**config.mk**
```make
export PLATFORM = sky130hd
export DESIGN_NAME = log_url_extract_hash
export DESIGN_NICKNAME = d
export VERILOG_FILES = /design/src/hw/rtl/lue_pkg.sv /design/src/hw/rtl/lue_scan.sv /design/src/hw/rtl/lue_mod.sv /design/src/hw/rtl/log_url_extract_hash.sv
export VERILOG_INCLUDE_DIRS = /design/src /design/src/hw/rtl
export SDC_FILE = /design/constraint.sdc
export NUM_CORES = 1
export LEC_CHECK = 0
export ABC_CLOCK_PERIOD_IN_PS = 10100
export CORE_MARGIN = 2
export CORE_UTILIZATION = 50
export CTS_BUF_LIST = sky130_fd_sc_hd__clkbuf_2 sky130_fd_sc_hd__clkbuf_4 sky130_fd_sc_hd__clkbuf_8
export DETAILED_ROUTE_END_ITERATION = 12
export DONT_BUFFER_PORTS = 1
export GPL_TIMING_DRIVEN = 0
export PLACE_DENSITY = 0.65
export SYNTH_ARGS = -nofsm -noshare
export SYNTH_HDL_FRONTEND = slang
export SYNTH_HIERARCHICAL = 1
export SYNTH_SLANG_ARGS = --single-unit
```
**constraint.sdc**
```tcl
create_clock -name aclk -period 10.1 [get_ports aclk]
set_clock_uncertainty 0.2 [all_clocks]
set_input_delay 1.515 -clock aclk [delete_from_list [all_inputs] [get_ports aclk]]
set_output_delay 1.515 -clock aclk [all_outputs]
set_load 0.05 [all_outputs]
```
**src/hw/rtl/log_url_extract_hash_assert.svh**
```systemverilog
// assertion helpers, clocked on aclk, off while aresetn is low
`ifndef LOG_URL_EXTRACT_HASH_ASSERT_SVH
`define LOG_URL_EXTRACT_HASH_ASSERT_SVH

// same-cycle implication
`define LUE_ASSERT_IMP(label, ante, cons, msg) \
    label: assert property (@(posedge aclk) disable iff (!aresetn) (ante) |-> (cons)) \
        else $error(msg);

// next-cycle implication
`define LUE_ASSERT_NXT(label, ante, cons, msg) \
    label: assert property (@(posedge aclk) disable iff (!aresetn) (ante) |=> (cons)) \
        else $error(msg);

`endif

```
**src/hw/rtl/lue_pkg.sv**
```systemverilog
`timescale 1ns / 1ps
`default_nettype none

package lue_pkg;

    localparam int BUCKETS_DEF       = 131071;
    localparam int MAX_URL_BYTES_DEF = 128;

    localparam logic [7:0]  NUL_CHAR   = 8'h00;
    localparam logic [7:0]  SPACE_CHAR = 8'h20;
    localparam logic [7:0]  QUOTE_CHAR = 8'h22;
    localparam logic [63:0] HASH_START = 64'd5381;

    localparam int BUCKET_W = 17;
    localparam int LEN_W    = 7;

    // hash is folded as eight bytes, each times 2^(8k) mod buckets
    localparam int FOLD_CHUNKS = 8;
    localparam int CHUNK_W     = 8;
    localparam int SUM_GROWTH  = $clog2(FOLD_CHUNKS);
    // restoring reduction of the folded sum: quotient bits to resolve
    localparam int RED_STEPS   = CHUNK_W + SUM_GROWTH + 1;
    localparam int RED_PER_STG = 4;
    localparam int RED_STAGES  = RED_STEPS / RED_PER_STG;

    typedef enum logic [1:0] {
        PH_QUOTE = 2'd0,
        PH_SPACE = 2'd1,
        PH_URL   = 2'd2,
        PH_DONE  = 2'd3
    } phase_t;

    typedef struct packed {
        logic               found;
        logic [63:0]        hash;
        logic [LEN_W-1:0]   len;
    } launch_t;

    // 2^(8*idx) mod buckets, by doubling and conditional subtract (buckets >= 2)
    function automatic int fold_residue(input int buckets, input int idx);
        int r;
        r = 1;
        for (int i = 0; i < CHUNK_W * idx; i++) begin
            r = r * 2;
            if (r >= buckets) begin
                r = r - buckets;
            end
        end
        return r;
    endfunction

endpackage

`default_nettype wire

```
**src/hw/rtl/lue_scan.sv**
```systemverilog
`timescale 1ns / 1ps
`default_nettype none

module lue_scan #(
    parameter int MAX_URL_BYTES = lue_pkg::MAX_URL_BYTES_DEF
) (
    input  wire logic            aclk,
    input  wire logic            aresetn,
    input  wire logic            accept,
    input  wire logic [7:0]      line_byte,
    input  wire logic            end_of_line,
    output logic                 launch_valid,
    output lue_pkg::launch_t     launch
);

    localparam logic [7:0] MAX_CNT = 8'(MAX_URL_BYTES);

    lue_pkg::phase_t phase_reg, phase_step, phase_next;
    logic [63:0]     hash_reg, hash_step, hash_next;
    logic [7:0]      count_reg, count_step, count_next;
    logic            url_ok;

    always_comb begin
        phase_step = phase_reg;
        hash_step  = hash_reg;
        count_step = count_reg;
        if (line_byte == lue_pkg::NUL_CHAR && phase_reg != lue_pkg::PH_DONE) begin
            phase_step = lue_pkg::PH_DONE;
            count_step = 8'd0;
        end else begin
            case (phase_reg)
                lue_pkg::PH_QUOTE: begin
                    if (line_byte == lue_pkg::QUOTE_CHAR) begin
                        phase_step = lue_pkg::PH_SPACE;
                    end
                end
                lue_pkg::PH_SPACE: begin
                    if (line_byte == lue_pkg::SPACE_CHAR) begin
                        phase_step = lue_pkg::PH_URL;
                        hash_step  = lue_pkg::HASH_START;
                        count_step = 8'd0;
                    end
                end
                lue_pkg::PH_URL: begin
                    if (line_byte == lue_pkg::SPACE_CHAR) begin
                        phase_step = lue_pkg::PH_DONE;
                    end else begin
                        hash_step = (hash_reg << 5) + hash_reg
                                  + {{56{line_byte[7]}}, line_byte};
                        if (count_reg < MAX_CNT) begin
                            count_step = count_reg + 8'd1;
                        end
                    end
                end
                default: begin
                end
            endcase
        end
        if (end_of_line) begin
            phase_next = lue_pkg::PH_QUOTE;
            hash_next  = lue_pkg::HASH_START;
            count_next = 8'd0;
        end else begin
            phase_next = phase_step;
            hash_next  = hash_step;
            count_next = count_step;
        end
    end

    always_comb begin
        url_ok = (phase_step == lue_pkg::PH_DONE) && (count_step != 8'd0)
               && (count_step < MAX_CNT);
        launch_valid = accept && end_of_line;
        launch.found = url_ok;
        launch.hash  = url_ok ? hash_step : 64'd0;
        launch.len   = url_ok ? count_step[lue_pkg::LEN_W-1:0] : '0;
    end

    always_ff @(posedge aclk) begin
        if (!aresetn) begin
            phase_reg <= lue_pkg::PH_QUOTE;
            hash_reg  <= lue_pkg::HASH_START;
            count_reg <= 8'd0;
        end else if (accept) begin
            phase_reg <= phase_next;
            hash_reg  <= hash_next;
            count_reg <= count_next;
        end
    end

`include "log_url_extract_hash_assert.svh"

    `LUE_ASSERT_NXT(a_line_clears, accept && end_of_line, phase_reg == lue_pkg::PH_QUOTE && count_reg == 8'd0, "line end did not clear scan state")
    `LUE_ASSERT_NXT(a_nul_done, accept && !end_of_line && line_byte == lue_pkg::NUL_CHAR, phase_reg == lue_pkg::PH_DONE, "zero byte did not end the scan")

endmodule

`default_nettype wire

```
**src/hw/rtl/lue_mod.sv**
```systemverilog
`timescale 1ns / 1ps
`default_nettype none

module lue_mod #(
    parameter int BUCKETS = lue_pkg::BUCKETS_DEF
) (
    input  wire logic                          aclk,
    input  wire logic                          aresetn,
    input  wire logic                          in_valid,
    output logic                               in_ready,
    input  wire lue_pkg::launch_t              in_item,
    output logic                               m_valid,
    input  wire logic                          m_ready,
    output logic                               out_found,
    output logic [lue_pkg::BUCKET_W-1:0]       out_bucket,
    output logic [lue_pkg::LEN_W-1:0]          out_len
);

    localparam int BW   = $clog2(BUCKETS);
    localparam int PW   = lue_pkg::CHUNK_W + BW;
    localparam int XW   = BW + lue_pkg::CHUNK_W + lue_pkg::SUM_GROWTH;
    localparam int RSTG = lue_pkg::RED_STAGES;
    localparam int SPS  = lue_pkg::RED_PER_STG;
    localparam int NST  = 3 + RSTG;
    localparam logic [XW:0] BK = (XW + 1)'(BUCKETS);

    logic [NST-1:0]             valid_reg;
    logic [NST:0]               rdy;
    logic                       found_reg [NST];
    logic [lue_pkg::LEN_W-1:0]  len_reg   [NST];

    logic [63:0]                hash_reg;
    logic [PW-1:0]              prod_reg  [lue_pkg::FOLD_CHUNKS];
    logic [PW-1:0]              prod_next [lue_pkg::FOLD_CHUNKS];
    logic [XW-1:0]              sum_reg, sum_next;
    logic [XW-1:0]              red_reg   [RSTG];
    logic [XW-1:0]              red_next  [RSTG];

    always_comb begin
        rdy[NST] = m_ready;
        for (int i = NST - 1; i >= 0; i--) begin
            rdy[i] = !valid_reg[i] || rdy[i+1];
        end
    end

    assign in_ready = rdy[0];

    always_ff @(posedge aclk) begin
        if (!aresetn) begin
            valid_reg <= '0;
        end else begin
            for (int i = 0; i < NST; i++) begin
                if (rdy[i]) begin
                    valid_reg[i] <= (i == 0) ? in_valid : valid_reg[(i == 0) ? 0 : i - 1];
                end
            end
        end
    end

    always_ff @(posedge aclk) begin
        for (int i = 0; i < NST; i++) begin
            if (rdy[i]) begin
                found_reg[i] <= (i == 0) ? in_item.found : found_reg[(i == 0) ? 0 : i - 1];
                len_reg[i]   <= (i == 0) ? in_item.len   : len_reg[(i == 0) ? 0 : i - 1];
            end
        end
    end

    // fold: sum of byte k times 2^(8k) mod buckets
    for (genvar k = 0; k < lue_pkg::FOLD_CHUNKS; k++) begin : g_fold
        localparam int RK = lue_pkg::fold_residue(BUCKETS, k);
        assign prod_next[k] = PW'(hash_reg[k*lue_pkg::CHUNK_W +: lue_pkg::CHUNK_W])
                            * PW'(RK);
    end

    always_comb begin
        sum_next = '0;
        for (int k = 0; k < lue_pkg::FOLD_CHUNKS; k++) begin
            sum_next = sum_next + XW'(prod_reg[k]);
        end
    end

    // restoring reduction, SPS quotient bits per stage
    for (genvar s = 0; s < RSTG; s++) begin : g_red
        logic [XW:0] acc;
        always_comb begin
            acc = (s == 0) ? {1'b0, sum_reg} : {1'b0, red_reg[(s == 0) ? 0 : s - 1]};
            for (int k = 0; k < SPS; k++) begin
                if (acc >= (BK << (lue_pkg::RED_STEPS - 1 - s * SPS - k))) begin
                    acc = acc - (BK << (lue_pkg::RED_STEPS - 1 - s * SPS - k));
                end
            end
            red_next[s] = acc[XW-1:0];
        end
    end

    always_ff @(posedge aclk) begin
        if (rdy[0]) begin
            hash_reg <= in_item.hash;
        end
        if (rdy[1]) begin
            prod_reg <= prod_next;
        end
        if (rdy[2]) begin
            sum_reg <= sum_next;
        end
        for (int s = 0; s < RSTG; s++) begin
            if (rdy[3+s]) begin
                red_reg[s] <= red_next[s];
            end
        end
    end

    assign m_valid    = valid_reg[NST-1];
    assign out_found  = found_reg[NST-1];
    assign out_len    = len_reg[NST-1];
    assign out_bucket = lue_pkg::BUCKET_W'(red_reg[RSTG-1][BW-1:0]);

`include "log_url_extract_hash_assert.svh"

    `LUE_ASSERT_NXT(a_enter, in_valid && in_ready, valid_reg[0], "launched word not captured")
    `LUE_ASSERT_IMP(a_found_len, m_valid && out_found, out_len != '0, "found URL with zero length")
    `LUE_ASSERT_IMP(a_bucket_range, m_valid, out_bucket < lue_pkg::BUCKET_W'(BUCKETS), "bucket out of range")

endmodule

`default_nettype wire

```
**src/hw/rtl/log_url_extract_hash.sv**
```systemverilog
// URL extractor and djb2 hasher. Takes one log-line byte per clock while
// s_ready is high; the byte marked end_of_line yields one result word (found
// flag, 17-bit bucket of the 64-bit djb2 hash modulo BUCKETS, URL length).
// The scanner state updates in the cycle a byte is taken, and the bucket is
// produced by a six-stage pipeline (hash capture, byte fold, fold sum, three
// restoring-reduction stages), so a new line may end on every clock while
// m_ready keeps the pipeline moving. s_ready drops only when all six result
// stages hold words and m_ready is low. No clearing pass is needed after
// reset.
`timescale 1ns / 1ps
`default_nettype none

module log_url_extract_hash #(
    parameter int BUCKETS       = lue_pkg::BUCKETS_DEF,
    parameter int MAX_URL_BYTES = lue_pkg::MAX_URL_BYTES_DEF
) (
    input  wire logic                          aclk,
    input  wire logic                          aresetn,
    input  wire logic                          s_valid,
    output logic                               s_ready,
    input  wire logic [7:0]                    s_line_byte,
    input  wire logic                          s_end_of_line,
    output logic                               m_valid,
    input  wire logic                          m_ready,
    output logic                               m_url_found,
    output logic [lue_pkg::BUCKET_W-1:0]       m_bucket_index,
    output logic [lue_pkg::LEN_W-1:0]          m_url_length
);

    logic             launch_valid;
    lue_pkg::launch_t launch;

    lue_scan #(
        .MAX_URL_BYTES (MAX_URL_BYTES)
    ) u_scan (
        .aclk         (aclk),
        .aresetn      (aresetn),
        .accept       (s_valid && s_ready),
        .line_byte    (s_line_byte),
        .end_of_line  (s_end_of_line),
        .launch_valid (launch_valid),
        .launch       (launch)
    );

    lue_mod #(
        .BUCKETS (BUCKETS)
    ) u_mod (
        .aclk       (aclk),
        .aresetn    (aresetn),
        .in_valid   (launch_valid),
        .in_ready   (s_ready),
        .in_item    (launch),
        .m_valid    (m_valid),
        .m_ready    (m_ready),
        .out_found  (m_url_found),
        .out_bucket (m_bucket_index),
        .out_len    (m_url_length)
    );

endmodule

`default_nettype wire

```
### Yosys cells after proc, flatten, opt, wreduce, memory -nomap -nowiden

Memories as Yosys holds them, arrays and structs flattened.
Cells that the tools add are included.

| word-level totals | value |
|---|---|
| register bits after elaboration | 236 |
| bits in latches | 0 |
| output and inout bits | 27 |
| memories | 3 |
| memory bits (read-only) | 0 |
| input bits | 13 |
| logic and storage cells | 126 |
| RAM bits | 132 |

Memory list:

| memory | words | bits a word | rd ports | clocked after memory_dff | wr ports | RTL line | text |
|---|---|---|---|---|---|---|---|
| u_mod.red_reg | 3 | 28 | 3 | 0 | 3 | lue_mod.sv:36 | `logic [XW-1:0] red_reg [RSTG];` |
| u_mod.len_reg | 6 | 7 | 6 | 0 | 6 | lue_mod.sv:30 | `logic [lue_pkg::LEN_W-1:0] len_reg [NST];` |
| u_mod.found_reg | 6 | 1 | 6 | 0 | 6 | lue_mod.sv:29 | `logic found_reg [NST];` |

| operators by class | value |
|---|---|
| equality and inequality tests | 6 |
| div/mod/pow operators | 0 |
| shift-type cells | 0 |
| order comparisons | 14 |
| $add $sub $neg | 22 |
| multipliers | 0 |
| reductions and logical operators | 20 |
| mux-type cells | 42 |
| bitwise logic cells | 0 |

Operator list:

| kind | number |
|---|---|
| $mux W29 | 9 |
| $mux W64 | 4 |
| $add A64 B64 Y64 | 2 |
| $pmux W64 S2 | 1 |
| $mux W28 | 3 |
| $mux W8 | 5 |
| $ge A29 B17 Y1 const B | 1 |
| $ge A29 B18 Y1 const B | 1 |
| $ge A29 B19 Y1 const B | 1 |
| $ge A29 B21 Y1 const B | 1 |
| $ge A29 B22 Y1 const B | 1 |
| $ge A29 B23 Y1 const B | 1 |
| $ge A29 B25 Y1 const B | 1 |
| $ge A29 B26 Y1 const B | 1 |
| $ge A29 B27 Y1 const B | 1 |
| $sub A28 B20 Y29 const B | 1 |
| $sub A28 B24 Y29 const B | 1 |
| $sub A28 B28 Y29 const B | 1 |
| $sub A29 B18 Y29 const B | 1 |
| $sub A29 B19 Y29 const B | 1 |
| $sub A29 B22 Y29 const B | 1 |
| $sub A29 B23 Y29 const B | 1 |
| $sub A29 B26 Y29 const B | 1 |
| $sub A29 B27 Y29 const B | 1 |
| 30 further kinds | 62 |

### Depth between registers and ports, before layout

| logic depth | value |
|---|---|
| depth after elaboration | 9 |
| gate-level depth with buffers | 30 |
| depth with buffers taken out | 25 |

### Hierarchy

Netlist, hierarchy kept.

By module, submodules not included:

| module | area each (um^2) | instances | sequential area each (um^2) | cells an instance |
|---|---|---|---|---|
| lue_mod | 17237.8 | 1 | 8378.0 | 1578 |
| lue_scan | 9156.3 | 1 | 1481.4 | 1120 |
| log_url_extract_hash | 6.3 | 1 | 0.0 | 1 |

### Least setup slack after synthesis

Ideal clock, no wire load.

| path | value |
|---|---|
| path kind | register -> register |
| from | memory u_mod/red_reg[0][31] in the netlist's numbering |
| to | memory u_mod/red_reg[0][57] in the netlist's numbering (data pin) |
| slack | 2.704 ns |
| stages on the path, launching flop included | 30 |
| arrival time | 6.936 ns |
| data required time | 9.640 ns |
| buffers on the path | 4 |
| period minus slack after synthesis | 7.396 ns |
| setup time | 0.260 ns |
| path through | edfxtp_1 ha_1 inv_1 nor2_1 a31o_2 clkbuf_1 nor3_1 o211a_1 and2_1 nand3_1 a31oi_1 clkbuf_1 xnor2_1 ha_1 buf_2 and3_1 a32oi_1 or4_1 o31ai_1 a211oi_2 buf_2 xnor2_1 ha_1 nor3b_1 o211ai_1 o21a_1 nor4b_1 o211ai_1 nand2_1 mux2_2 |

RTL lines:

| element | RTL line |
|---|---|
| start: declaration | lue_mod.sv:36 |

==> out/results.ini <==
[route]
viasPerCell=6.225
drtAntennaViolNets=0
drcViolationCount=0
drt_iter0_markers=1952
drt-pass1-iter-count=6
drt-total-wl_mm=71.61
routedWlPerCell_um=20.52
vias=21725

[hold_path]
min_path_type=reg2reg
hold_start=u_mod/len_reg[0][5]$_DFFE_PP_

[pwr]
clkPwrFrac=0.436
p_int_mw=2.391
switchingPower_mw=0.6813
seqPwrFrac=0.506
irDropWorstVdd_uv=83.07
p_leak_nw=11.24
power_frac_comb=0.057
power.density_mw_per_mm2=107.6
switching_share=0.2218

[die]
initial_utilization=0.5044
ios=40
die_area_mm2=0.05466
die_h_um=233.8
coreArea_mm2=0.05234
die_width_um=233.8
rows=84

[global_route]
grt_pass1_vias=20745
grt_overflow=0
antenna_found_initial=1
track_usage=0.2638
grt_max_degree=73
grt_pass1_wl_mm=114.0

[place]
dp_slack_ns=0.7541
dp.final_hpwl_mm=56.10
port-buffer-count=0
gp_congestion=0.9243

[yosys]
yosysTopAreaCell=edfxtp_1
yosysWarnings=6
synthMuxAreaShare=0.008626
synth_top_area_share=0.3128
syn_area_mm2=0.02640
synth_xor_area_frac=0.06829
synth-compound-area-share=0.2066
synth_seq_cells=355
syn_avg_cell_area_um2=9.782
ys.flop_type=edfxtp_1
synth-simple-area-share=0.1906
syn_nets=2907
synthCells=2699
ys_seq_area_frac=0.3735
synth_edf_count=275
synth_async_sr_flop_share=0
synth_top_family_by_area=compound AO/OA/AOI/OAI gates
synthAdderAreaFrac=0.1157
yosysUniqueCellTypes=128
synth.area.top_cells=edfxtp_1, fa_1, dfxtp_1

[cts]
worstSkewPairLatency_ns=0.64
postCtsResizedCells=0
hold_buffers=0
cts_tree=yes
htree_levels=2
clk_pin_slew_ns=0.07
cts_buffer_depth=3
cts-root-buf=clkbuf_8
cts_buffers=54
post_cts_buffers=0
cts.sinks=355

[critical_path]
worstSetupEndpointType=flip-flop
critPathKind=reg2reg
worstReg2RegStart=u_mod/red_reg[0][7]$_DFFE_PP_
crit_fanout=10
crit_path_start=u_mod/red_reg[0][7]$_DFFE_PP_
arrival_ns=9.49
critPathLaunchType=flip-flop
cp.required_ns=10.29

[cells_and_area]
final_util=0.5455
largest_reg_flops=73
area_growth_pct=8.142
nets=2964
drive_gt1_frac=0.09675

[sta]
rsz0062_at_grt=false
fin_ws_ns=0.7980
post-route-period-util=0.9210
finalSetupTns_ns=0
timing.fmax_mhz=107.5
setup_viol_count_final=0
worst_pin_slew_ns=1.298
finalCriticalPeriod_ns=9.302
slew_headroom=0.1346
hold_violations=0
finalHoldWorstSlack_ns=0.2143
maxSlewViolCount=0

[flow_run]
drv_cap=0

[status]
status=finished, final reports clean

==> area by class of cell <==
class                      count  area (um2)
tap                          688       860.8
clock inverter                26       304.0
antenna                        1       2.502
buffer                       124       669.4
sequential                   355        9859
clock buffer                  75       925.9
multi-input combinational   2140       15600
fill                        4705       23790
timing repair buffer           1       27.53
inverter                      80       300.3
==> synthesized netlist by cell type (23+ instances only) <==
library cell,instances
a21oi_1,144
xnor2_1,137
a211oi_1,23
dfxtp_1,80
inv_1,80
o21bai_1,26
nor2b_1,26
o22ai_1,23
a31oi_1,38
nand2b_1,26
buf_2,28
nor3_1,56
a22o_1,50
nor4_1,30
buf_4,24
edfxtp_1,275
a22oi_1,39
nor2_1,220
and3_1,33
fa_1,82
o21ai_0,118
nand4_1,47
o31ai_1,24
nand2_1,229
and2_1,44
clkbuf_1,55
a21o_1,41
nand3_1,95
ha_1,113
xor2_1,67
==> path summary, 6_finish.rpt <==
path	end	depth (start not counted)	slack, ns
hold / removal	u_mod/len_reg[1][5]$_DFFE_PP_	0	0.21
setup reg to reg	u_mod/red_reg[0][36]$_DFFE_PP_	27	0.80
hold reg to reg	u_mod/len_reg[1][5]$_DFFE_PP_	0	0.21
setup / recovery	u_mod/red_reg[0][36]$_DFFE_PP_	27	0.80
==> cell families after synthesis <==
| group | after synthesis |
|---|---|
| simple gates | 955 |
| mux | 21 |
| xor+xnor | 205 |
| fa+ha+maj | 195 |
| flops | 355 |
| compound gates | 764 |
| buf+inv | 204 |
==> power groups by stage <==
stage | sequential, mW | combinational [mW] | clock (mW)
after floorplan | 1.59 | 0.131 | 0
after global placement | 1.59 | 0.169 | 0
after detailed placement | 1.59 | 0.172 | 0
after CTS | 1.56 | 0.173 | 1.38
after global routing | 1.55 | 0.194 | 1.44
final | 1.56 | 0.176 | 1.34
==> routing by layer <==
layer	global-route usage	part of all wire	vias up
li1	-	-	10321
met1	0.3529	0.44	10590
met3	0.03028	0.052	129
met4	0.09098	0.029	0
met2	0.4450	0.48	685
met5	0	0	-
==> worst max-delay path: stages, from the launching register on <==
cell	delay (ns)
edfxtp_1	0.54
ha_1	0.36
nand4_1	0.24
nor4_1	0.46
mux2i_2	0.54
o211ai_1	0.31
nor4_2	0.64
nand2_1	0.22
a21oi_2	0.28
clkbuf_1	0.46
xnor2_1	0.25
ha_1	0.22
clkbuf_1	0.42
nand4bb_1	0.34
or2_0	0.31
clkbuf_1	0.21
o21ai_1	0.55
nor2_1	0.39
xnor2_1	0.31
ha_1	0.21
inv_1	0.06
a211o_1	0.26
o31ai_1	0.29
a31o_2	0.30
buf_4	0.21
nand3_1	0.13
a32oi_1	0.24
nand3_1	0.10
==> layout by cell type, fill, tap and decap left out, types with 16 or more instances in the layout <==
master    Yosys  final
clkbuf_4      0     17
nand2_1     229    227
edfxtp_1    275    275
o22ai_1      23     23
a31oi_1      38     38
inv_1        80     80
nand4_1      47     47
a21oi_1     144    144
nand3_1      95     94
clkbuf_8      3     61
a22oi_1      39     39
clkbuf_1     55     55
nand2b_1     26     26
buf_4        24     24
o211ai_1     22     22
fa_1         82     82
xnor2_1     137    137
or3_1        18     18
nor4_1       30     30
buf_2        28     28
and2_1       44     44
o21bai_1     26     26
o31ai_1      24     24
dfxtp_1      80     80
a22o_1       50     50
a21o_1       41     41
nor2b_1      26     26
o21a_1       17     17
ha_1        113    113
a211oi_1     23     23
xor2_1       67     67
and3_1       33     33
o21ai_0     118    118
nor2_1      220    220
nor3_1       56     56
and4_1       16     16
==> metrics by stage <==
step,power (mW),instance area (um2),cells
floorplan,1.717,26400,2699
CTS,3.107,28540,3489
finish,3.072,28550,3490
detailed placement,1.759,27310,3388
global placement,1.756,27260,3387
global route,3.186,28550,3490
No activity file was read; power rests on OpenSTA's default activity.
